--- config.mk ---
export PLATFORM = sky130hd
export DESIGN_NAME = ilt_in_reg_flat
export DESIGN_NICKNAME = d
export VERILOG_FILES = /design/src/rtl/ilt_pkg.sv /design/src/rtl/ilt_req_if.sv /design/src/rtl/ilt_in_reg.sv /design/src/flat_wrapper.sv
export SDC_FILE = /design/constraint.sdc
export NUM_CORES = 1
export LEC_CHECK = 0
export BUFFER_PORTS_ARGS = -buffer_cell sky130_fd_sc_hd__buf_2
export CORE_AREA = 2 2 39 41
export DETAILED_ROUTE_END_ITERATION = 10
export DIE_AREA = 0 0 41 43
export PLACE_DENSITY_LB_ADDON = 0.15
export SYNTH_ARGS = -nofsm -noshare
export SYNTH_HDL_FRONTEND = slang
export SYNTH_SLANG_ARGS = --single-unit
--- constraint.sdc ---
create_clock -name clock -period 0.8 [get_ports clock]
set_input_delay 0.08 -clock clock [delete_from_list [all_inputs] [get_ports clock]]
set_output_delay 0.08 -clock clock [all_outputs]
set_load 0.02 [all_outputs]
--- src/rtl/ilt_pkg.sv ---
// ilt_pkg: shared types, byte codes and limits for the ini line tokenizer
// no dependencies; imported by every ilt module and by ilt_rsp_if
package ilt_pkg;

   // chunk bound: a full chunk holds MAX_LINE-1 bytes, its last byte sits at MAX_LINE-2
   localparam int unsigned MAX_LINE = 256;
   localparam int unsigned POS_W = 8;
   localparam logic [POS_W:0] LINE_LIMIT = (POS_W + 1)'(MAX_LINE - 1);

   localparam logic [7:0] CHAR_NUL      = 8'h00;
   localparam logic [7:0] CHAR_NEWLINE  = 8'h0A;
   localparam logic [7:0] CHAR_SEMI     = 8'h3B;
   localparam logic [7:0] CHAR_EQUAL    = 8'h3D;
   localparam logic [7:0] CHAR_LBRACKET = 8'h5B;
   localparam logic [7:0] CHAR_RBRACKET = 8'h5D;
   localparam logic [7:0] VISIBLE_MIN   = 8'd33;

   typedef enum logic [1:0] {
      KIND_IGNORED = 2'd0,
      KIND_KEY     = 2'd1,
      KIND_SECTION = 2'd2
   } line_kind_type;

   typedef enum logic [5:0] {
      PH_SCAN         = 6'b000001,
      PH_VALUE        = 6'b000010,
      PH_VALUE_DONE   = 6'b000100,
      PH_SECTION      = 6'b001000,
      PH_SECTION_DONE = 6'b010000,
      PH_IGNORE       = 6'b100000
   } phase_type;

   typedef struct packed {
      logic [7:0] text_byte;
      logic       stream_end;
   } req_item_type;

   typedef struct packed {
      line_kind_type    line_kind;
      logic [POS_W-1:0] name_first;
      logic [POS_W-1:0] name_last;
      logic             value_present;
      logic [POS_W-1:0] value_first;
      logic [POS_W-1:0] value_last;
   } rsp_item_type;

endpackage

--- src/rtl/ilt_req_if.sv ---
// ilt_req_if: valid/ready channel carrying one text byte per beat
// no package dependency; the byte and end flag are plain logic
interface ilt_req_if;
   logic       valid;
   logic       ready;
   logic [7:0] text_byte;
   logic       stream_end;

   modport source (output valid, output text_byte, output stream_end, input ready);
   modport sink (input valid, input text_byte, input stream_end, output ready);
endinterface

--- src/rtl/ilt_in_reg.sv ---
// ilt_in_reg: input register stage holding one accepted text byte
// depends on ilt_pkg and ilt_req_if
module ilt_in_reg import ilt_pkg::*; (
   input  logic         clock,
   input  logic         reset,
   ilt_req_if.sink      req_chan,
   input  logic         advance,
   output logic         step_en,
   output req_item_type item
);

   logic         valid_ff, valid_in;
   req_item_type item_ff, item_in;
   logic         accept;

   assign req_chan.ready = !valid_ff || advance;
   assign accept         = req_chan.valid && req_chan.ready;

   always_comb begin
      valid_in = valid_ff;
      item_in  = item_ff;
      if (accept) begin
         valid_in           = 1'b1;
         item_in.text_byte  = req_chan.text_byte;
         item_in.stream_end = req_chan.stream_end;
      end else if (advance) begin
         valid_in = 1'b0;
      end
   end

   always_ff @(posedge clock) begin
      if (reset) begin
         valid_ff <= 1'b0;
      end else begin
         valid_ff <= valid_in;
      end
      item_ff <= item_in;
   end

   assign step_en = valid_ff && advance;
   assign item    = item_ff;

endmodule

--- src/flat_wrapper.sv ---
// flat-port wrapper written by rule: the top's interface ports become plain ports
module ilt_in_reg_flat import ilt_pkg::*;
  (clock, reset, advance, step_en, item, req_chan_valid, req_chan_text_byte, req_chan_stream_end, req_chan_ready);
  ilt_req_if req_chan_i ();
  input  logic clock;
  input  logic reset;
  input  logic advance;
  output logic step_en;
  output req_item_type item;
  input wire logic [$bits(req_chan_i.valid)-1:0] req_chan_valid;
  input wire logic [$bits(req_chan_i.text_byte)-1:0] req_chan_text_byte;
  input wire logic [$bits(req_chan_i.stream_end)-1:0] req_chan_stream_end;
  output wire logic [$bits(req_chan_i.ready)-1:0] req_chan_ready;
  assign req_chan_i.valid = req_chan_valid;
  assign req_chan_i.text_byte = req_chan_text_byte;
  assign req_chan_i.stream_end = req_chan_stream_end;
  assign req_chan_ready = req_chan_i.ready;
  ilt_in_reg u_core (.clock(clock), .reset(reset), .req_chan(req_chan_i), .advance(advance), .step_en(step_en), .item(item));
endmodule
==> flow_summary.ini, run 1 <==
[run_status]
status = complete, but fails checks
violations = negative setup slack

[pwr]
irDropWorstVdd_uv = 753.8
p_leak_uw = 0.0003029
p_total_uw = 1181
p_per_area_mw_per_mm2 = 1716

[cts]
cts_tree = done
clk_latency_ns = 0.26
cts_buffer_depth = 2
clk_pin_slew_worst_paths_ns = 0.06
cts_sinks = 10
numCtsBuffers = 3
h-tree-depth = 1
ctsRootBufferMaster = clkbuf_4

[die]
ios = 24
chipHeight_um = 43
dieArea_mm2 = 0.001763
initial_core_util_pct = 24.05
dieWidth_um = 41
coreArea_mm2 = 0.001384
rows = 14

[detailed_routing]
routed_via_density = 3.775
ant_nets = 0
drtPass1Iterations = 2
routed_wl_um = 704
num_vias = 268
drc = 0
wire_per_inst_um = 9.915
drtIter0Drc = 4

[setup_path]
crit_chain = nand2b_4 > buf_6 > buf_6
end_kind = output port
cp_max_fo = 2
worstPathRequired_ns = 0.72
crit_top_cell = buf_6
crit_path_max_incr_delay_ns = 0.35
path_class = reg2out
crit_slowest_cell = dfxtp_2
cp.arrival_ns = 0.90
critPathLaunchType = register

[timing]
maxSlewViolCount = 0
hold_viol = 0
timing.hold.ws_ns = 0.06423
period_share_pct = 122.6
rsz0062_at_grt = true
fin_ws_ns = -0.1807
worst_pin_slew_ns = 0.1249
skew_ns = 0.003955
relSlewSlack_pct = 91.67
period_minus_slack_ns = 0.9807
setup_viol = 21
max_freq_mhz = 1020

[logic_synthesis]
synth_cell_types = 7
yosysWarnings = 0
postSynthCellCount = 15
synthAdderAreaFrac_pct = 0
synth_nets = 28
yosysSeqAreaShare_pct = 87.22
synth-seq-cells = 10
synth-compound-area-share_pct = 2.632
synthSimpleGateAreaFrac_pct = 9.023
synth-xor-area-share_pct = 0
syn_area_um2 = 332.8
syn_area_per_cell_um2 = 22.19
synth_top_family_by_area = simple AND/OR/NAND/NOR gates
synthMuxAreaShare_pct = 0

[place]
gp_congestion = 0.5647
dp_hpwl_um = 490.9
placed_cells = 55
io_buffers = 23

[finish]
final_cells = 71
drive_above_1_share_pct = 61.82
synthToLayoutAreaGrowth_pct = 106.8
n_fill_cell = 132
insertedDiodeCount = 0
final_util_pct = 49.73
fin_nets = 69

[global_route]
overflow = 0
antenna_found_initial = 0
grt_pass1_wl_um = 1062
grt_pass1_vias = 288
grt_usage_pct = 9.990
grt_max_degree = 10

[hold_path]
hold_class = in2reg

[run]
maxCapViolCount = 0
worst max-delay path: cells and delay by family, from the launching register on:
| kind | cells | cell delay, ns |
|---|---|---|
| flops | 1 | 0.35 |
| buf+inv | 2 | 0.23 |
| simple gates | 1 | 0.06 |
cell usage after synthesis:
cell | instances | area share, %
edfxtp_1 | 9 | 81
inv_1 | 1 | 1.1
a21oi_2 | 1 | 2.6
and2_2 | 1 | 2.3
and2_4 | 1 | 2.6
dfxtp_1 | 1 | 6.0
nand2b_4 | 1 | 4.1
cell type report:
type                            instances  area [um2]  share of cell area (%)
Inverter                                1       3.754                  0.5455
Multi-Input combinational cell          4       38.79                   5.636
Clock buffer                            4       26.28                   3.818
Timing Repair Buffer                   36       307.8                   44.73
Sequential cell                        10       291.5                   42.36
Tap cell                               16       20.02                   2.909
routing by layer:
| layer | vias up | wire [um] | GRT usage, % |
|---|---|---|---|
| met3 | 2 | 53 | 4.712 |
| met5 | - | 0 | 0 |
| met4 | 0 | 8 | 10.00 |
| met1 | 121 | 218 | 7.095 |
| li1 | 134 | - | - |
| met2 | 11 | 423 | 16.56 |
worst paths after layout:
kind / endpoint / cells past startpoint / slack [ns] / from
worst max-delay path: req_chan_ready / 3 / -0.18 / u_core.valid_ff
worst min-delay path: u_core.valid_ff / 3 / 0.06 / req_chan_valid
worst max register to register: u_core.valid_ff / 5 / -0.12 / u_core.valid_ff
worst min register to register: u_core.item[0] / 2 / 0.74 / u_core.valid_ff
cell usage in the layout (no fill, tap or decap), drive strengths merged:
cell type,netlist,layout
edfxtp,9,9
a21oi,1,1
clkbuf,0,4
and2,2,2
inv,1,1
dfxtp,1,1
nand2b,1,1
dlygate4sd3,0,10
buf,0,26
cell families after synthesis:
group	after synthesis
flip-flops	10
AND/OR/NAND/NOR	3
AO/OA/AOI/OAI	1
buffers and inverters	1
report_power, final:
part | switching [uW] | total (uW) | internal, uW
sequential | 13.4 | 620 | 606
combinational | 83.6 | 210 | 127
clock | 159 | 351 | 192
total | 256 | 1180 | 925
state kept, by name, summed over array words and instances (netlist names):
register / count
u_core.item: 9
u_core.valid_ff: 1
through the flow:
stage          cell area, um2  setup TNS [ns]  setup slack [ns]
2_1_floorplan           334.1          -1.031           -0.1145
3_3_place_gp            476.7         -0.7029          -0.07829
3_5_place_dp            476.7         -0.7994          -0.08899
4_1_cts                 633.1          -1.857           -0.1841
5_1_grt                 688.2          -2.479           -0.2080
6_report                688.2          -1.818           -0.1807
timing repair:
item | CTS | global route
gates resized for setup | 7 | 15
hold endpoints to repair | 10 | 0
pin swaps | 1 | 1
hold buffers | 10 | 0
setup endpoints to repair | 20 | 21
gates cloned | 0 | 0
setup buffers | 1 | 1
Note: power is estimated with default switching activity, not from simulation.
==> inputs of run 2 (changes only) <==
--- a/config.mk
+++ b/config.mk
@@ -6,10 +6,11 @@
 export NUM_CORES = 1
 export LEC_CHECK = 0
 export BUFFER_PORTS_ARGS = -buffer_cell sky130_fd_sc_hd__buf_2
-export CORE_AREA = 2 2 39 41
+export CORE_AREA = 8 8 45 47
 export DETAILED_ROUTE_END_ITERATION = 10
-export DIE_AREA = 0 0 41 43
+export DIE_AREA = 0 0 53 55
 export PLACE_DENSITY_LB_ADDON = 0.15
 export SYNTH_ARGS = -nofsm -noshare
 export SYNTH_HDL_FRONTEND = slang
 export SYNTH_SLANG_ARGS = --single-unit
+export TNS_END_PERCENT = 10
==> flow_summary.ini, run 2 (synthesis gave the netlist of run 1 again) <==
[run_status]
status = complete, but fails checks
violations = negative setup slack

[detailed_routing]
wire_per_inst_um = 12.42
ant_nets = 0
routed_wl_um = 882
routed_via_density = 3.803
num_vias = 270
drtIter0Drc = 1
drc = 0
drtPass1Iterations = 4

[timing]
skew_ns = 0.003955
worst_pin_slew_ns = 0.1320
period_minus_slack_ns = 0.9700
hold_viol = 0
relSlewSlack_pct = 91.20
max_freq_mhz = 1031
timing.hold.ws_ns = 0.07989
setup_viol = 21
rsz0062_at_grt = true
fin_ws_ns = -0.1700
period_share_pct = 121.3
maxSlewViolCount = 0

[cts]
cts_tree = done
clk_pin_slew_worst_paths_ns = 0.06
cts_sinks = 10
ctsRootBufferMaster = clkbuf_4
cts_buffer_depth = 2
h-tree-depth = 1
clk_latency_ns = 0.26
numCtsBuffers = 3

[finish]
largest_reg_flops = 9
final_util_pct = 45.84
n_fill_cell = 129
synthToLayoutAreaGrowth_pct = 90.60
final_cells = 71
final_common_cell = buf_2
insertedDiodeCount = 0
drive_above_1_share_pct = 61.82
layout_common_cells = buf_2, dlygate4sd3_1, edfxtp_1, clkbuf_4, buf_6
fin_nets = 69

[hold_path]
hold_class = in2reg

[pwr]
p_per_area_mw_per_mm2 = 1822
p_leak_uw = 0.0002843
irDropWorstVdd_uv = 822.4
p_total_uw = 1156

[place]
pre_cts_ws_ns = -0.08857
gp_congestion = 0.6543
placed_cells = 55
io_buffers = 23

[setup_path]
end_kind = output port
critPathLaunchType = register
worstPathRequired_ns = 0.72
cp_max_fo = 2
path_class = reg2out
cp.arrival_ns = 0.89

[global_route]
grt_max_degree = 10
antenna_found_initial = 0
overflow = 0
grt_pass1_wl_um = 1331
grt_pass1_vias = 305
grt_usage_pct = 6.898

[die]
dieWidth_um = 53
ios = 24
rows = 14
initial_core_util_pct = 24.05
chipHeight_um = 55
dieArea_mm2 = 0.002915
coreArea_mm2 = 0.001384

[run]
maxCapViolCount = 0
## run 2: cell counts in the layout (fill, tap and decap cells not counted)
No cell type changed its count.
## run 2: layout make-up
type                    count  area (um2)  area share [%]
repair buffers             36       254.0           40.04
flip-flops and latches     10       291.5           45.96
inverters                   1       3.754          0.5917
well taps                  16       20.02           3.156
clock buffers               4       26.28           4.142
multi-input cells           4       38.79           6.114
## run 2: critical path, stage by stage (launching register included)
cell     delay (ns)
dfxtp_2        0.33
and2_2         0.17
buf_6          0.13
## run 2: routing by layer
metal	wire length [um]	global-route usage (%)	part of all wire, %
met2	465	11.52	53
met1	291	5.156	33
met3	125	6.417	14
met4	0	3.879	0
met5	0	0	0
## run 2: report_power, final
| group | total (uW) | switching (uW) | internal (uW) | leakage, uW |
|---|---|---|---|---|
| combinational | 185 | 85.5 | 99.4 | 0.000174 |
| clock | 358 | 165 | 192 | 0.0000150 |
| sequential | 613 | 7.99 | 605 | 0.0000957 |
| total | 1160 | 259 | 897 | 0.000284 |
## run 2: stage by stage
step | TNS (ns) | cell area, um2
4_1_cts | -1.985 | 626.9
5_1_grt | -2.741 | 634.4
3_3_place_gp | -0.7146 | 476.7
3_5_place_dp | -0.7955 | 476.7
6_report | -1.833 | 634.4
2_1_floorplan | -1.031 | 334.1
## run 2: path summary, 6_finish.rpt
| check | cells after the start | from | to | slack [ns] |
|---|---|---|---|---|
| max reg2reg | 5 | u_core.valid_ff | u_core.valid_ff | -0.13 |
| max | 2 | u_core.valid_ff | step_en | -0.17 |
| min | 3 | req_chan_valid | u_core.valid_ff | 0.08 |
| min reg2reg | 2 | u_core.valid_ff | u_core.item[2] | 0.74 |
## run 2: timing repair
| item | 4_1_cts | 5_1_grt |
|---|---|---|
| resized for setup | 5 | 0 |
| hold buffers | 10 | 0 |
| setup buffers | 1 | 1 |
| pin swaps | 1 | 0 |
| endpoints found under the hold margin | 10 | 0 |
| endpoints found under the setup margin | 20 | 21 |
==> inputs of run 3 (changes only) <==
--- a/config.mk
+++ b/config.mk
@@ -5,6 +5,7 @@
 export SDC_FILE = /design/constraint.sdc
 export NUM_CORES = 1
 export LEC_CHECK = 0
+export ABC_AREA = 1
 export BUFFER_PORTS_ARGS = -buffer_cell sky130_fd_sc_hd__buf_2
 export CORE_AREA = 8 8 45 47
 export DETAILED_ROUTE_END_ITERATION = 10
==> flow_summary.ini, run 3 <==
[cts]
cts_tree = done
clk_pin_slew_worst_paths_ns = 0.07
h-tree-depth = 1
clk_latency_ns = 0.26
numCtsBuffers = 3
ctsRootBufferMaster = clkbuf_4
cts_sinks = 10
cts_buffer_depth = 2

[die]
dieWidth_um = 53
dieArea_mm2 = 0.002915
initial_core_util_pct = 23.51
ios = 24
chipHeight_um = 55
coreArea_mm2 = 0.001384
rows = 14

[global_route]
grt_pass1_vias = 374
overflow = 0
antenna_found_initial = 0
grt_max_degree = 10
grt_pass1_wl_um = 1407
grt_usage_pct = 7.009

[pwr]
power_frac_seq_pct = 47.9
irDropWorstVdd_uv = 789.6
internal_power_uw = 996.0
p_clk_share_pct = 35.4
netSwitchingPower_uw = 284.6
p_leak_uw = 0.0003182
p_per_area_mw_per_mm2 = 1871
switching_share_pct = 22.22
p_comb_share_pct = 16.7

[timing]
rsz0062_at_grt = true
period_share_pct = 124.0
relSlewSlack_pct = 90.51
setup_viol = 20
period_minus_slack_ns = 0.9919
max_freq_mhz = 1008
hold_viol = 0
maxSlewViolCount = 0
worst_pin_slew_ns = 0.1422
fin_ws_ns = -0.1919
skew_ns = 0.002650

[finish]
largest_reg_flops = 9
layout_common_cells = buf_2, dlygate4sd3_1, edfxtp_1, buf_6, clkbuf_4
insertedDiodeCount = 0
fin_nets = 72
n_fill_cell = 120
final_common_cell = buf_2
layout.cell_area.non_filler_um2 = 684.4
final_cells = 74
synthToLayoutAreaGrowth_pct = 110.4
drive_above_1_share_pct = 63.79
final_util_pct = 49.46

[run]
maxCapViolCount = 0

[setup_path]
end_kind = register
crit_cells = 3
critPathLaunchType = register
reg2reg_slack_ns = -0.19
crit_path_max_incr_delay_ns = 0.33
worstRegToRegCells = 3
cp_max_fo = 9
path_buf_inv = 2
path_class = reg2reg
worstPathRequired_ns = 0.79
crit_family = flip-flops
crit_chain = buf_6 > a21oi_4 > buf_12
crit_slowest_cell = dfxtp_2
cp.arrival_ns = 0.98

[logic_synthesis]
synth_cell_types = 7
synth_top_area_share_pct = 83.08
synth_common_cells = edfxtp_1, inv_1
yosys-top-cells-area = edfxtp_1, dfxtp_1, inv_1
synth.most_common_cell = edfxtp_1
synth_edf_count = 9
async_flop_share_pct = 0
yosysSeqAreaShare_pct = 89.23
postSynthCellCount = 17
syn_area_per_cell_um2 = 19.14
synth-main-ff-cell = edfxtp_1
yosysWarnings = 0
yosysTopAreaCell = edfxtp_1
syn_area_um2 = 325.3
synth_nets = 30
synth-seq-cells = 10

[run_status]
violations = negative setup slack
status = complete, but fails checks

[place]
dp_hpwl_um = 652.2
dpl_cell_area_um2 = 508.0
gp_congestion = 0.5682
placed_cells = 59
pre_cts_ws_ns = -0.08649
io_buffers = 23

[hold_path]
hold_class = in2reg
hold-path-cell-count = 3

[detailed_routing]
num_vias = 299
wire_per_inst_um = 11.72
drtPass1Iterations = 1
drtIter0Drc = 0
routed_wl_um = 867
routed_via_density = 4.041
ant_nets = 0
drc = 0
## run 3: area by class of cell
| type | instances | area [um2] | area share (%) |
|---|---|---|---|
| tap | 16 | 20.02 | 2.925 |
| multi-input combinational | 4 | 47.55 | 6.947 |
| inverter | 3 | 11.26 | 1.645 |
| sequential | 10 | 291.5 | 42.60 |
| clock buffer | 4 | 36.28 | 5.302 |
| timing repair buffer | 37 | 277.8 | 40.58 |
## run 3: repair_timing
action / CTS / global route
endpoints found under the setup margin: 20 / 20
hold buffers: 10 / 0
resized for setup: 9 / 1
buffers inserted: 1 / 0
hold endpoints to repair: 10 / 0
cloned: 0 / 0
pin swaps: 1 / 0
## run 3: per-stage QoR
stage / hold slack (ns) / power (uW) / TNS (ns)
finish: 0.1336 / 1281 / -2.646
detailed placement: 0.2486 / 781.7 / -0.7771
global route: 0.1299 / 1356 / -3.377
CTS: 0.1242 / 1304 / -2.843
global placement: 0.2321 / 776.0 / -0.6785
floorplan: 0.1351 / 694.0 / -0.7466
## run 3: cell families (layout without fill, tap and decap cells)
| kind of cell | Yosys count | in the layout | synth area share, % |
|---|---|---|---|
| flip-flops | 10 | 10 | 89.23 |
| buffers and inverters | 3 | 44 | 3.461 |
| AO/OA/AOI/OAI | 2 | 2 | 4.230 |
| AND/OR/NAND/NOR | 2 | 2 | 3.077 |
## run 3: worst paths after layout
| check | startpoint | to |
|---|---|---|
| hold reg to reg | u_core.valid_ff | u_core.valid_ff |
| hold / removal | req_chan_valid | u_core.valid_ff |
| setup reg to reg | u_core.valid_ff | u_core.item[2] |
| setup / recovery | u_core.valid_ff | u_core.item[2] |
## run 3: tightest hold or removal path: stages
cell and delay [ns]:
buf_2 0.09, inv_1 0.12, a21oi_2 0.07
## run 3: power by group through the flow
stage / Clock, uW / Combinational [uW] / Sequential [uW]
floorplan: 0 / 30.9 / 663
global placement: 0 / 151 / 625
detailed placement: 0 / 156 / 626
CTS: 475 / 215 / 613
global route: 508 / 232 / 616
finish: 454 / 214 / 613
## run 3: layer usage
| layer | share of wire (%) | up-vias | global-route usage [%] |
|---|---|---|---|
| li1 | - | 141 | - |
| met1 | 30 | 137 | 4.531 |
| met2 | 54 | 18 | 13.67 |
| met3 | 14 | 3 | 4.278 |
| met4 | 2.5 | 0 | 5.172 |
| met5 | 0 | - | 0 |
