## config.mk

```make
export PLATFORM = sky130hd
export DESIGN_NAME = ilt_scan
export DESIGN_NICKNAME = d
export VERILOG_FILES = /design/src/rtl/ilt_pkg.sv /design/src/rtl/ilt_scan.sv
export SDC_FILE = /design/constraint.sdc
export NUM_CORES = 1
export LEC_CHECK = 0
export ABC_AREA = 1
export ABC_CLOCK_PERIOD_IN_PS = 2720
export BUFFER_PORTS_ARGS = -buffer_cell sky130_fd_sc_hd__buf_2
export CAP_MARGIN = 0
export CORE_MARGIN = 4
export CORE_UTILIZATION = 59
export DETAILED_ROUTE_END_ITERATION = 12
export HOLD_SLACK_MARGIN = 0.02
export PLACE_DENSITY = 0.86
export SETUP_SLACK_MARGIN = 0.1
export SLEW_MARGIN = 0
export SYNTH_ARGS = -nofsm -noshare
export SYNTH_HDL_FRONTEND = slang
export SYNTH_SLANG_ARGS = --single-unit
export TNS_END_PERCENT = 50
```

## constraint.sdc

```tcl
create_clock -name clock -period 2.72 [get_ports clock]
set_input_delay 0.408 -clock clock [delete_from_list [all_inputs] [get_ports clock]]
set_output_delay 0.408 -clock clock [all_outputs]
set_load 0.03 [all_outputs]
```

## src/rtl/ilt_pkg.sv

```systemverilog
// ilt_pkg: shared types, byte codes and limits for the ini line tokenizer
// no dependencies; imported by every ilt module and by ilt_rsp_if
package ilt_pkg;

   // chunk bound: a full chunk holds MAX_LINE-1 bytes, its last byte sits at MAX_LINE-2
   localparam int unsigned MAX_LINE = 256;
   localparam int unsigned POS_W = 8;
   localparam logic [POS_W:0] LINE_LIMIT = (POS_W + 1)'(MAX_LINE - 1);

   localparam logic [7:0] CHAR_NUL      = 8'h00;
   localparam logic [7:0] CHAR_NEWLINE  = 8'h0A;
   localparam logic [7:0] CHAR_SEMI     = 8'h3B;
   localparam logic [7:0] CHAR_EQUAL    = 8'h3D;
   localparam logic [7:0] CHAR_LBRACKET = 8'h5B;
   localparam logic [7:0] CHAR_RBRACKET = 8'h5D;
   localparam logic [7:0] VISIBLE_MIN   = 8'd33;

   typedef enum logic [1:0] {
      KIND_IGNORED = 2'd0,
      KIND_KEY     = 2'd1,
      KIND_SECTION = 2'd2
   } line_kind_type;

   typedef enum logic [5:0] {
      PH_SCAN         = 6'b000001,
      PH_VALUE        = 6'b000010,
      PH_VALUE_DONE   = 6'b000100,
      PH_SECTION      = 6'b001000,
      PH_SECTION_DONE = 6'b010000,
      PH_IGNORE       = 6'b100000
   } phase_type;

   typedef struct packed {
      logic [7:0] text_byte;
      logic       stream_end;
   } req_item_type;

   typedef struct packed {
      line_kind_type    line_kind;
      logic [POS_W-1:0] name_first;
      logic [POS_W-1:0] name_last;
      logic             value_present;
      logic [POS_W-1:0] value_first;
      logic [POS_W-1:0] value_last;
   } rsp_item_type;

endpackage

```

## src/rtl/ilt_scan.sv

```systemverilog
// ilt_scan: per-byte chunk state, classification and trimmed offsets
// depends on ilt_pkg
module ilt_scan import ilt_pkg::*; (
   input  logic         clock,
   input  logic         reset,
   input  logic         step_en,
   input  req_item_type item,
   output logic         rsp_fire,
   output rsp_item_type rsp_item
);

   logic [POS_W-1:0] offset_ff, offset_in;
   phase_type        phase_ff, phase_in, phase_upd;
   logic             name_seen_ff, name_seen_in, name_seen_upd;
   logic [POS_W-1:0] name_start_ff, name_start_in, name_start_upd;
   logic [POS_W-1:0] name_end_ff, name_end_in, name_end_upd;
   logic             value_seen_ff, value_seen_in, value_seen_upd;
   logic [POS_W-1:0] value_start_ff, value_start_in, value_start_upd;
   logic [POS_W-1:0] value_end_ff, value_end_in, value_end_upd;

   logic             vis;
   logic             chunk_end;
   logic [POS_W:0]   pos_next;
   line_kind_type    kind;

   assign vis      = item.text_byte >= VISIBLE_MIN;
   assign pos_next = {1'b0, offset_ff} + (POS_W + 1)'(1);

   always_comb begin
      phase_upd       = phase_ff;
      name_seen_upd   = name_seen_ff;
      name_start_upd  = name_start_ff;
      name_end_upd    = name_end_ff;
      value_seen_upd  = value_seen_ff;
      value_start_upd = value_start_ff;
      value_end_upd   = value_end_ff;

      if (item.text_byte == CHAR_NUL) begin
         // nul ends the content of the chunk
         unique case (phase_ff)
            PH_SCAN:    phase_upd = PH_IGNORE;
            PH_VALUE:   phase_upd = PH_VALUE_DONE;
            PH_SECTION: phase_upd = PH_SECTION_DONE;
            default:    phase_upd = phase_ff;
         endcase
      end else begin
         unique case (phase_ff)
            PH_SCAN: begin
               if (item.text_byte == CHAR_SEMI) begin
                  phase_upd = PH_IGNORE;
               end else if (item.text_byte == CHAR_EQUAL) begin
                  phase_upd = name_seen_ff ? PH_VALUE : PH_IGNORE;
               end else if (item.text_byte == CHAR_LBRACKET) begin
                  name_seen_upd  = 1'b0;
                  name_start_upd = '0;
                  name_end_upd   = '0;
                  phase_upd      = PH_SECTION;
               end else if (vis) begin
                  if (!name_seen_ff) begin
                     name_seen_upd  = 1'b1;
                     name_start_upd = offset_ff;
                  end
                  name_end_upd = offset_ff;
               end
            end
            PH_VALUE: begin
               if (item.text_byte == CHAR_SEMI) begin
                  phase_upd = PH_VALUE_DONE;
               end else if (vis) begin
                  if (!value_seen_ff) begin
                     value_seen_upd  = 1'b1;
                     value_start_upd = offset_ff;
                  end
                  value_end_upd = offset_ff;
               end
            end
            PH_SECTION: begin
               if (item.text_byte == CHAR_SEMI) begin
                  phase_upd = PH_IGNORE;
               end else if (item.text_byte == CHAR_RBRACKET) begin
                  phase_upd = PH_SECTION_DONE;
               end else if (vis) begin
                  if (!name_seen_ff) begin
                     name_seen_upd  = 1'b1;
                     name_start_upd = offset_ff;
                  end
                  name_end_upd = offset_ff;
               end
            end
            default: phase_upd = phase_ff;
         endcase
      end
   end

   assign chunk_end = item.stream_end || (item.text_byte == CHAR_NEWLINE) ||
                      (pos_next >= LINE_LIMIT);

   always_comb begin
      if (phase_upd == PH_VALUE || phase_upd == PH_VALUE_DONE) begin
         kind = KIND_KEY;
      end else if ((phase_upd == PH_SECTION || phase_upd == PH_SECTION_DONE) &&
                   name_seen_upd) begin
         kind = KIND_SECTION;
      end else begin
         kind = KIND_IGNORED;
      end

      rsp_item.line_kind = kind;
      if (kind != KIND_IGNORED) begin
         rsp_item.name_first = name_start_upd;
         rsp_item.name_last  = name_end_upd;
      end else begin
         rsp_item.name_first = '0;
         rsp_item.name_last  = '0;
      end
      if (kind == KIND_KEY && value_seen_upd) begin
         rsp_item.value_present = 1'b1;
         rsp_item.value_first   = value_start_upd;
         rsp_item.value_last    = value_end_upd;
      end else begin
         rsp_item.value_present = 1'b0;
         rsp_item.value_first   = '0;
         rsp_item.value_last    = '0;
      end
   end

   assign rsp_fire = step_en && chunk_end;

   always_comb begin
      if (chunk_end) begin
         offset_in      = '0;
         phase_in       = PH_SCAN;
         name_seen_in   = 1'b0;
         name_start_in  = '0;
         name_end_in    = '0;
         value_seen_in  = 1'b0;
         value_start_in = '0;
         value_end_in   = '0;
      end else begin
         offset_in      = pos_next[POS_W-1:0];
         phase_in       = phase_upd;
         name_seen_in   = name_seen_upd;
         name_start_in  = name_start_upd;
         name_end_in    = name_end_upd;
         value_seen_in  = value_seen_upd;
         value_start_in = value_start_upd;
         value_end_in   = value_end_upd;
      end
   end

   always_ff @(posedge clock) begin
      if (reset) begin
         offset_ff      <= '0;
         phase_ff       <= PH_SCAN;
         name_seen_ff   <= 1'b0;
         name_start_ff  <= '0;
         name_end_ff    <= '0;
         value_seen_ff  <= 1'b0;
         value_start_ff <= '0;
         value_end_ff   <= '0;
      end else if (step_en) begin
         offset_ff      <= offset_in;
         phase_ff       <= phase_in;
         name_seen_ff   <= name_seen_in;
         name_start_ff  <= name_start_in;
         name_end_ff    <= name_end_in;
         value_seen_ff  <= value_seen_in;
         value_start_ff <= value_start_in;
         value_end_ff   <= value_end_in;
      end
   end

   // a chunk end always restarts the offset count
   a_offset_restart: assert property (@(posedge clock) disable iff (reset)
      rsp_fire |=> offset_ff == '0)
      else $error("offset not cleared after chunk end");

   // the offset never walks past the last slot of a full chunk
   a_offset_bound: assert property (@(posedge clock) disable iff (reset)
      {1'b0, offset_ff} < LINE_LIMIT)
      else $error("chunk offset beyond line limit");

   // a value span only exists behind a key
   a_value_needs_key: assert property (@(posedge clock) disable iff (reset)
      value_seen_ff |-> (phase_ff == PH_VALUE || phase_ff == PH_VALUE_DONE))
      else $error("value span outside key phase");

   // name span is ordered once recorded
   a_name_order: assert property (@(posedge clock) disable iff (reset)
      name_seen_ff |-> name_start_ff <= name_end_ff)
      else $error("name span out of order");

endmodule

```

==> run metrics, run 1 <==
Starting Density roughly 62%; Antenna Cells 0; Longest Clk Path Bufs 2; synth-to-layout area growth 30.32%; Most used DFF post-synth dfxtp_1; Multi-input gate area between 2000 and 3000 sq um; Worst-path clk slew 100 ps; clk root buf clkbuf_8; post-route DRC violation count 0; global-route wire length before repair between 20 and 25 mm; Peak VDD IR between 200 and 250 uV; R2R Path End name_end_ff[1]$_SDFFE_PP0P_; Hold WS around 470 ps; FF-to-FF Start offset_ff[0]$_SDFFE_PP0P_; vias between 5000 and 6000; RSZ-0062 raised after global routing true; skew final about 19 ps; post-synthesis register bit count 48; Critical Path RT around 2300 ps; Synthesis Warnings 0; Clk pwr share 36.4%; Vias/cell 6.390; worst-skew pair later-pin latency approximately 330 ps; Tot GR Track Use 32.61%; DRT antenna net count 0; max_slew headroom 65.89%; max-cap violations 0; initial antenna violation count 0; Die Span Y between 90 and 100 um; most frequent cells after synthesis 184 x nand2_1, 90 x inv_1, 82 x nor2_1, 57 x a21oi_1, 48 x dfxtp_1; post-DP HPWL approximately 8.4 mm; register share of total power between 40 and 50%; area share of the largest cell type after synthesis between 20% and 30%; area leader, netlist dfxtp_1; hold violation count in the final report 0; Switching Share a little under a third; # IOs 48; RD Place Congestion 0.9783; Post-synth EDFFs 0; top-count cell post-synth nand2_1; dpl cells 788; origin of the worst setup path phase_ff[5]$_SDFFE_PP0P_; fin cells ~800; DR pass1 iterations 6; Slew Limit Fails 0; Post-Route WL 15.37 mm; Wirelength per Cell approximately 19 um; reg2reg path depth 11; PD cells ~290 nW/um^2; Pleak 0.002203 uW; IO buf count 47; maximum fanout along the worst path 8; initial drt markers around 820; Mean Syn Cell Area roughly 6 sq um; # nets final about 760; combinational fraction of design power around 16%; run status finished with violations; number of hold buffers added after cts 0; WS Path Type flip-flop to output port; Hold Crit Class flip-flop to flip-flop; Netlist cell types 36; Psw around 460 uW; post-route setup slack -225.2 ps; Final Setup Violations 36; Mapped Cells a little under 700; crit path DAT 2540 ps; violated checks negative setup slack; CP endpoint kind output port; Post-synth ARST share 0%; clock sink count 48; filler instances just under 400; htree depth 2; die area 8196 sq um; CTS tree yes; internal power approximately 1000 uW; crit path to rsp_item[17]; Tcrit/Tclk final 108.3%; vias in the first global route roughly 4800; Synth Cell Area between 4000 and 5000 sq um; minimum clock period after layout approximately 2900 ps; Core ar. roughly 6500 sq um; share of cells above drive strength 1 between 20 and 30%; maximum clock frequency ~340 MHz; # rows 29; critical path startpoint category flip-flop; number of buffers created by CTS 5; die width ~91 um; syn nets 687; Worst-Margin Slew between 500 and 600 ps; FF/Latch Area between 900 and 1000 sq um; GR Overflow Total 0; sequential share of the synthesized area 23.91%; largest cells by area after synthesis dfxtp_1 24%, nand2_1 17%, inv_1 8.4%; largest net degree at the start of global routing 26; Reg2Reg Setup Slack 340 ps
[how the worst min path moves through the flow]
stage | start | end | slack (ps) | cells past startpoint
floorplan | name_start_ff[7]$_SDFFE_PP0P_ | name_start_ff[7]$_SDFFE_PP0P_ | 450 | 2
global placement | value_end_ff[1]$_SDFFE_PP0P_ | value_end_ff[1]$_SDFFE_PP0P_ | 450 | 2
detailed placement | name_start_ff[7]$_SDFFE_PP0P_ | name_start_ff[7]$_SDFFE_PP0P_ | 460 | 2
CTS | value_end_ff[5]$_SDFFE_PP0P_ | value_end_ff[5]$_SDFFE_PP0P_ | 470 | 2
global route | value_end_ff[5]$_SDFFE_PP0P_ | value_end_ff[5]$_SDFFE_PP0P_ | 490 | 2
finish | value_end_ff[5]$_SDFFE_PP0P_ | value_end_ff[5]$_SDFFE_PP0P_ | 470 | 2
[stage by stage]
stage          total power [uW]  setup TNS [ps]  instance area [sq um]  setup slack, ps  util [%]
5_1_grt                    1545          -10760                   5238           -377.2     80.64
6_report                   1506           -5814                   5238           -225.2     80.64
3_3_place_gp              936.9               0                   4369            21.94     67.27
2_1_floorplan             879.3               0                   4019            290.1         -
4_1_cts                    1465               0                   4971            27.71     76.54
3_5_place_dp              943.7          -307.7                   4369           -31.42     67.27
[cells in the final DEF, fill, tap and decap left out, drive strengths merged, types with 2 or more instances in the layout]
| cell type | n |
|---|---|
| o21a | 3 |
| nand3 | 38 |
| clkinv | 4 |
| nand4 | 7 |
| a21oi | 67 |
| a31oi | 4 |
| nand2 | 193 |
| nor2 | 107 |
| ha | 2 |
| xor2 | 5 |
| o211ai | 9 |
| buf | 89 |
| o22ai | 9 |
| dfxtp | 48 |
| nor3 | 9 |
| o21ai | 37 |
| inv | 100 |
| clkbuf | 8 |
[power by group through the flow]
stage	registers (uW)	logic, uW	clock network, uW
6_report	719	239	548
5_1_grt	719	257	569
4_1_cts	719	213	533
3_5_place_dp	737	207	0
3_3_place_gp	736	200	0
2_1_floorplan	734	145	0
[repair_timing]
action | 4_1_cts | 5_1_grt
gates resized for setup | 93 | 42
pin swaps | 19 | 15
buffers inserted | 14 | 6
endpoints found under the setup margin | 36 | 36
gates cloned | 3 | 2
[routing by layer]
metal,up-vias,global-route usage [%],part of all wire (%)
met5,-,0,0
met4,0,20.28,8.9
met3,160,7.583,13
met2,490,53.86,44
met1,2328,37.88,34
li1,2268,-,-
[sequential cells by signal, summed over array words and instances (netlist names)]
| name | cells |
|---|---|
| name_end_ff | 8 |
| name_start_ff | 8 |
| offset_ff | 8 |
| value_end_ff | 8 |
| value_start_ff | 8 |
| phase_ff | 6 |
| name_seen_ff | 1 |
| value_seen_ff | 1 |
[worst max-delay path: stages (launching register included)]
cell and delay, ps:
dfxtp_4 370, nor2_4 240, nand3_4 190, nand3_4 170
inv_2 70, nand2_1 140, nand3_1 150, nor2_2 200
nand3_4 150, clkbuf_16 210, a21oi_2 170, buf_6 160
[cell type report]
cell class                      count  area share (%)
Clock buffer                        6           1.386
Tap cell                           77           1.839
Sequential cell                    48           18.73
Multi-Input combinational cell    494           52.70
Inverter                          103           7.477
Timing Repair Buffer               91           17.20
Clock inverter                      2          0.6689
[logic make-up (layout without fill, tap and decap cells)]
| kind of cell | after synthesis | after routing | share of synthesized area (%) |
|---|---|---|---|
| buffers and inverters | 133 | 202 | 13.70 |
| flip-flops | 48 | 48 | 23.91 |
| AO/OA/AOI/OAI | 131 | 131 | 19.68 |
| XOR/XNOR | 5 | 5 | 1.090 |
| adder cells (fa/ha/maj) | 2 | 2 | 0.6226 |
| AND/OR/NAND/NOR | 354 | 356 | 41.00 |
Power figures use the tool's default switching activity.
==> run 2: changes to the inputs <==
--- a/config.mk
+++ b/config.mk
@@ -5,15 +5,15 @@
 export SDC_FILE = /design/constraint.sdc
 export NUM_CORES = 1
 export LEC_CHECK = 0
-export ABC_AREA = 1
 export ABC_CLOCK_PERIOD_IN_PS = 2720
 export BUFFER_PORTS_ARGS = -buffer_cell sky130_fd_sc_hd__buf_2
 export CAP_MARGIN = 0
 export CORE_MARGIN = 4
-export CORE_UTILIZATION = 59
+export CORE_UTILIZATION = 57
 export DETAILED_ROUTE_END_ITERATION = 12
 export HOLD_SLACK_MARGIN = 0.02
-export PLACE_DENSITY = 0.86
+export PLACE_DENSITY = 0.85
+export RECOVER_POWER = 50
 export SETUP_SLACK_MARGIN = 0.1
 export SLEW_MARGIN = 0
 export SYNTH_ARGS = -nofsm -noshare
==> run 2 against run 1 <==
  * The flow still finishes with violations (negative setup slack)
  * Design area shrank 11%
  * Non-clock buffer count grew 48
  * Cell count shrank 32%
  * Clock power grew 4.4%
  * Setup slack lost 390 ps
  * Largest cell class unchanged
  * Largest power group unchanged
==> run metrics, run 2 <==
# IOs 48 (unchanged); Synth Cell Area 3024 sq um (-25%); largest net degree at the start of global routing 22 (-15%); vias 4133 (-21%); area share of the largest cell type after synthesis 31.77% (+7.9 points); FF-to-FF Start offset_ff[0]$_SDFFE_PP0P_; Antenna Cells 0 (unchanged); reg2reg path depth 9 (-2); maximum clock frequency 300.2 MHz (-12%); Mean Syn Cell Area 8.218 sq um (+38%); Core ar. 5140 sq um (-21%); CP max-delay cell or3b_4; FF/Latch Area 969.7 sq um (-1.1%); Post-Route WL 14.17 mm (-7.8%); number of buffers created by CTS 5 (unchanged); synth-to-layout area growth 54.08%; post-route setup slack -611.0 ps (-385.8 ps); Synthesis Warnings 0 (unchanged); Tot GR Track Use 36.31% (+3.7 points); RD Place Congestion 0.9328 (-4.7%); Reg2Reg Setup Slack -110 ps (-450 ps); worst-skew pair later-pin latency 320 ps (about the same); post-route DRC violation count 0 (unchanged); Final Setup Violations 48 (+33%); most common cell after layout, fill and taps aside buf_4; WS Path Type flip-flop to output port; die area 6535 sq um (-20%); max_slew headroom 55.82% (-10 points); Top delay family on crit path compound AO/OA/AOI/OAI gates; hold path endpoint value_end_ff[3]$_SDFFE_PP0P_; Most used DFF post-synth dfxtp_1; R2R Path End name_end_ff[2]$_SDFFE_PP0P_; DR pass1 iterations 8 (+2); pre-CTS setup slack -419.2 ps (-387.8 ps); WP buf/inv 4 (+1); IO buf count 47 (unchanged); RSZ-0062 raised after global routing true; Post-synth EDFFs 0 (unchanged); most frequent cells after synthesis 48 x dfxtp_1, 43 x nand2_1, 35 x a21oi_1, 31 x a22o_1, 24 x o21ai_0; clk root buf clkbuf_8; post-synthesis register bit count 48 (unchanged); Worst-path clk slew 110 ps (about the same); Slew Limit Fails 0 (unchanged); max-cap violations 0 (unchanged); initial antenna violation count 1 (+1); initial drt markers 873 (+6.3%); commonest non-fill, non-tap cells in the layout 87 x buf_4, 43 x nand2_1, 43 x dfxtp_1, 35 x buf_6, 31 x a22o_1; Hold Crit Class flip-flop to flip-flop; number of hold buffers added after cts 0 (unchanged); Pleak 0.001922 uW (-13%); Starting Density 58.84% (-3.0 points); Crit path top cell by count buf_4; share of cells above drive strength 1 45.10% (+18 points); maximum fanout along the worst path 8 (unchanged); critical path startpoint category flip-flop; Multi-input gate area 2271 sq um (-18%); Hold WS 491.1 ps (+19.30 ps); area leader, netlist dfxtp_1; top-count cell post-synth dfxtp_1; Tcrit/Tclk final 122.5% (+14 points); skew final 17.65 ps (-1.773 ps); CP endpoint kind output port; vias in the first global route 3595 (-26%); syn nets 382 (-44%); DRT antenna net count 0 (unchanged); # nets final 503 (-34%); GR Overflow Total 0 (unchanged); Longest Clk Path Bufs 2 (unchanged); CTS tree yes; htree depth 2 (unchanged); sequential share of the synthesized area 31.77% (+7.9 points); clock sink count 48 (unchanged); Die Span Y 80.84 um (-11%); die width 80.84 um (-11%); Worst-Margin Slew 661.8 ps (+150.7 ps); filler instances 205 (-48%); hold violation count in the final report 0 (unchanged); Critical Path RT 2310 ps (about the same); Hold Path Depth 1 (-1); hold path start value_end_ff[3]$_SDFFE_PP0P_; post-DP HPWL 6.899 mm (-18%); Wirelength per Cell 25.31 um (+35%); violated checks negative setup slack; Netlist cell types 62 (+72%); crit path DAT 2920 ps (+380 ps); Post-synth ARST share 0% (unchanged); Peak VDD IR 377.8 uV (+65%); Mapped Cells 368 (-45%); global-route wire length before repair 18.41 mm (-17%); slowest stage delay, CP 450 ps (+80 ps); PD cells 320.7 nW/um^2 (+12%); Vias/cell 7.380 (+16%); # rows 26 (-10%); largest cells by area after synthesis dfxtp_1 32%, a22o_1 9.0%, a21oi_1 5.8%; Cell Chain, Critical Path or3b_4 > a211oi_4 > buf_4 > a22oi_2 > o21ai_2 > nor2_1 > buf_4 > a22oi_4 > clkbuf_16 > nor3b_2 > buf_4; run status finished with violations; minimum clock period after layout 3331 ps (+385.8 ps)
run 2: changes by cell type in the layout (fill, tap and decap cells not counted), moves of 14 or more:
cell	before	now
nand2_1	179	43
inv_1	89	5
nor2_1	69	17
buf_4	37	87
a22o_1	0	31
a21oi_1	49	19
nand3_1	29	7
nor2_4	25	3
a22oi_1	0	14
run 2: final cells by class:
| type | instances | share of cell area, % |
|---|---|---|
| flip-flops and latches | 48 | 20.81 |
| clock inverters | 3 | 0.9936 |
| well taps | 70 | 1.880 |
| clock buffers | 5 | 1.477 |
| inverters | 6 | 0.4834 |
| multi-input cells | 289 | 48.74 |
| repair buffers | 139 | 25.62 |
run 2: kinds of logic after synthesis:
group	after synthesis	synth area share, %
AOI/OAI and AO/OA	134	32.73
xor gates and xnor gates	5	1.697
adders and majority gates	2	0.8273
buffers and inverters	31	4.261
DFF	48	31.77
and+or+nand+nor	148	28.71
run 2: where the power goes:
group / internal [uW] / leakage (uW) / switching (uW)
clock: 278 / 0.0000548 / 294
combinational: 82.3 / 0.00148 / 129
sequential: 705 / 0.000390 / 6.24
total: 1070 / 0.00192 / 429
run 2: routing by layer:
metal | track usage (%) | vias to the layer above | routed length [um]
met1 | 44.35 | 1887 | 4917
met2 | 60.26 | 447 | 6258
met3 | 7.982 | 164 | 1864
met4 | 17.74 | 0 | 1133
met5 | 0 | - | 0
li1 | - | 1635 | -
run 2: through the flow:
step / utilization (%) / power [uW] / setup TNS [ps] / cell area, sq um / std cells
2_1_floorplan: - / 811.0 / -6007 / 3178 / 368
3_3_place_gp: 78.29 / 885.5 / -10400 / 4024 / 540
3_5_place_dp: 78.29 / 891.8 / -12330 / 4024 / 540
4_1_cts: 87.37 / 1432 / -9898 / 4491 / 553
5_1_grt: 90.65 / 1515 / -18610 / 4659 / 560
6_report: 90.65 / 1494 / -17630 / 4659 / 560
run 2: how the worst max path moves through the flow:
stage,from,endpoint,slack (ps),depth (start not counted)
finish,phase_ff[0]$_SDFFE_PP1P_,rsp_item[20],-610,11
floorplan,item[2],rsp_item[22],-220,8
global route,phase_ff[3]$_SDFFE_PP0P_,rsp_item[20],-640,11
global placement,item[8],rsp_item[29],-340,10
CTS,item[4],rsp_item[32],-390,11
detailed placement,item[8],rsp_item[27],-420,9
run 2: repair_timing:
action / CTS / global route
resized for setup: 91 / 35
pin swaps: 17 / 7
gates cloned: 1 / 1
setup endpoints to repair: 52 / 60
setup buffers: 4 / 6
==> run 3: changes to the inputs <==
--- a/config.mk
+++ b/config.mk
@@ -8,6 +8,7 @@
 export ABC_CLOCK_PERIOD_IN_PS = 2720
 export BUFFER_PORTS_ARGS = -buffer_cell sky130_fd_sc_hd__buf_2
 export CAP_MARGIN = 0
+export CORE_ASPECT_RATIO = 0.9
 export CORE_MARGIN = 4
 export CORE_UTILIZATION = 57
 export DETAILED_ROUTE_END_ITERATION = 12
==> run 3 against run 2 <==
  * The run ends with design-rule violations, negative setup slack left
  * Sequential power hardly changed
  * Count of clock-buffer cells in the layout is 1 higher
  * Die area hardly changed
  * Critical path type unchanged
  * Critical endpoint is now rsp_item[9]
  * Largest cell class unchanged
==> run metrics, run 3 (synthesis results as in run 2) <==
post-route setup TNS -20800 ps (-3170 ps); # nets final 496 (-1.4%); worst-skew pair later-pin latency 330 ps (about the same); post-DP HPWL 7.041 mm (+2.1%); minimum clock period after layout 3555 ps (+223.8 ps); Levels on crit path 9 (-2); clock sink count 48 (unchanged); DR pass1 iterations 13 (+5); # rows 24 (-7.7%); initial drt markers 1025 (+17%); clk root buf clkbuf_8; Final Instance Area 4768 sq um (+2.3%); RSZ-0062 raised after global routing true; max_slew headroom 30.26% (-26 points); maximum clock frequency 281.3 MHz (-6.3%); most common cell after layout, fill and taps aside buf_4; Longest Clk Path Bufs 2 (unchanged); WP buf/inv 4 (unchanged); Core ar. 4985 sq um (-3.0%); IO buf count 47 (unchanged); pre-CTS setup slack -469.3 ps (-50.02 ps); Antenna Cells 0 (unchanged); Tot GR Track Use 36.18% (-0.13 points); CTS tree yes; Top delay family on crit path compound AO/OA/AOI/OAI gates; Worst-Margin Slew 1035 ps (+373.4 ps); CP max-delay cell o21ai_0; critical path startpoint category flip-flop; Critical Path RT 2310 ps (about the same); die area 6537 sq um (about the same); CP endpoint kind output port; Die Span Y 77.10 um (-4.6%); maximum fanout along the worst path 8 (unchanged); post-route DRC violation count 3 (+3); share of cells above drive strength 1 45.34% (+0.24 points); Pleak 0.001953 uW (+1.6%); Hold Path Depth 2 (+1); DRT antenna net count 0 (unchanged); Wirelength per Cell 30.73 um (+21%); Post-Route WL 16.84 mm (+19%); crit path DAT 3150 ps (+230 ps); vias in the first global route 3761 (+4.6%); placed cell areas 3953 sq um (-1.8%); Tcrit/Tclk final 130.7% (+8.2 points); PD cells 316.6 nW/um^2 (-1.3%); slowest stage delay, CP 800 ps (+350 ps); Vias/cell 8.100 (+9.8%); htree depth 2 (unchanged); Hold WS 484.1 ps (-7.033 ps); GR Overflow Total 0 (unchanged); hold violation count in the final report 0 (unchanged); Starting Density 60.67% (+1.8 points); vias 4439 (+7.4%); skew final 26.50 ps (+8.850 ps); max-cap violations 0 (unchanged); Cell Chain, Critical Path buf_6 > or4_4 > nor2_4 > buf_4 > nand3_2 > buf_6 > o21ai_0 > a21oi_4 > buf_6; global-route wire length before repair 19.19 mm (+4.2%); Final Util 95.66% (+5.0 points); Reg2Reg Setup Slack 10 ps (+120 ps); post-route setup slack -834.8 ps (-223.8 ps); Hold Crit Class primary input to flip-flop; RD Place Congestion 0.9294 (-0.36%); Slew Limit Fails 0 (unchanged); synth-to-layout area growth 57.67%; # IOs 48 (unchanged); Peak VDD IR 454.6 uV (+20%); WS Path Type flip-flop to output port; Crit path top cell by count buf_6; Final Setup Violations 36 (-25%); reg2reg path depth 8 (-1); initial antenna violation count 0 (-1); die width 84.78 um (+4.9%); Worst-path clk slew 80 ps (-30 ps); violated checks design-rule violations, negative setup slack; commonest non-fill, non-tap cells in the layout 80 x buf_4, 43 x nand2_1, 42 x dfxtp_1, 34 x buf_6, 31 x a22o_1; filler instances 115 (-44%); largest net degree at the start of global routing 22 (unchanged); run status finished with violations; number of buffers created by CTS 5 (unchanged)
## run 3: worst register-to-register path, delay by kind of cell, from the launching register on
family                   cells  cell delay, ps
AO/OA/AOI/OAI                2             480
adder cells (fa/ha/maj)      1             260
flip-flops                   1             410
AND/OR/NAND/NOR              5            1520
## run 3: layout make-up
class | instances | area, sq um | share of cell area, %
tap | 65 | 81.33 | 1.706
inverter | 6 | 22.52 | 0.4723
clock buffer | 6 | 82.58 | 1.732
clock inverter | 2 | 38.79 | 0.8134
multi-input combinational | 289 | 2389 | 50.09
timing repair buffer | 132 | 1179 | 24.72
sequential | 48 | 975.9 | 20.47
## run 3: report_power, final
group | internal [uW] | switching [uW] | leakage (uW)
Sequential | 703 | 7.01 | 0.000391
Combinational | 79.9 | 137 | 0.00150
Clock | 301 | 281 | 0.0000614
Total | 1080 | 425 | 0.00195
## run 3: final timing paths
kind | end | from
setup / recovery | rsp_item[9] | phase_ff[4]$_SDFFE_PP0P_
hold / removal | offset_ff[0]$_SDFFE_PP0P_ | reset
setup reg to reg | value_start_ff[4]$_SDFFE_PP0P_ | offset_ff[1]$_SDFFE_PP0P_
hold reg to reg | value_start_ff[0]$_SDFFE_PP0P_ | value_start_ff[0]$_SDFFE_PP0P_
## run 3: layer usage
layer	track usage, %	up-vias	part of all wire, %
li1	-	1619	-
met1	43.89	1958	33
met2	56.73	631	41
met3	9.110	231	16
met4	22.94	0	11
met5	0	-	0
## run 3: timing repair
item	4_1_cts	5_1_grt
gates cloned	0	3
buffers inserted	3	6
setup endpoints to repair	60	62
resized for setup	74	66
pin swaps	7	17
hold buffers	0	0
## run 3: metrics by stage
stage	total power, uW	std cells
2_1_floorplan	811.0	368
3_3_place_gp	883.4	528
3_5_place_dp	889.4	528
4_1_cts	1428	539
5_1_grt	1522	548
6_report	1509	548
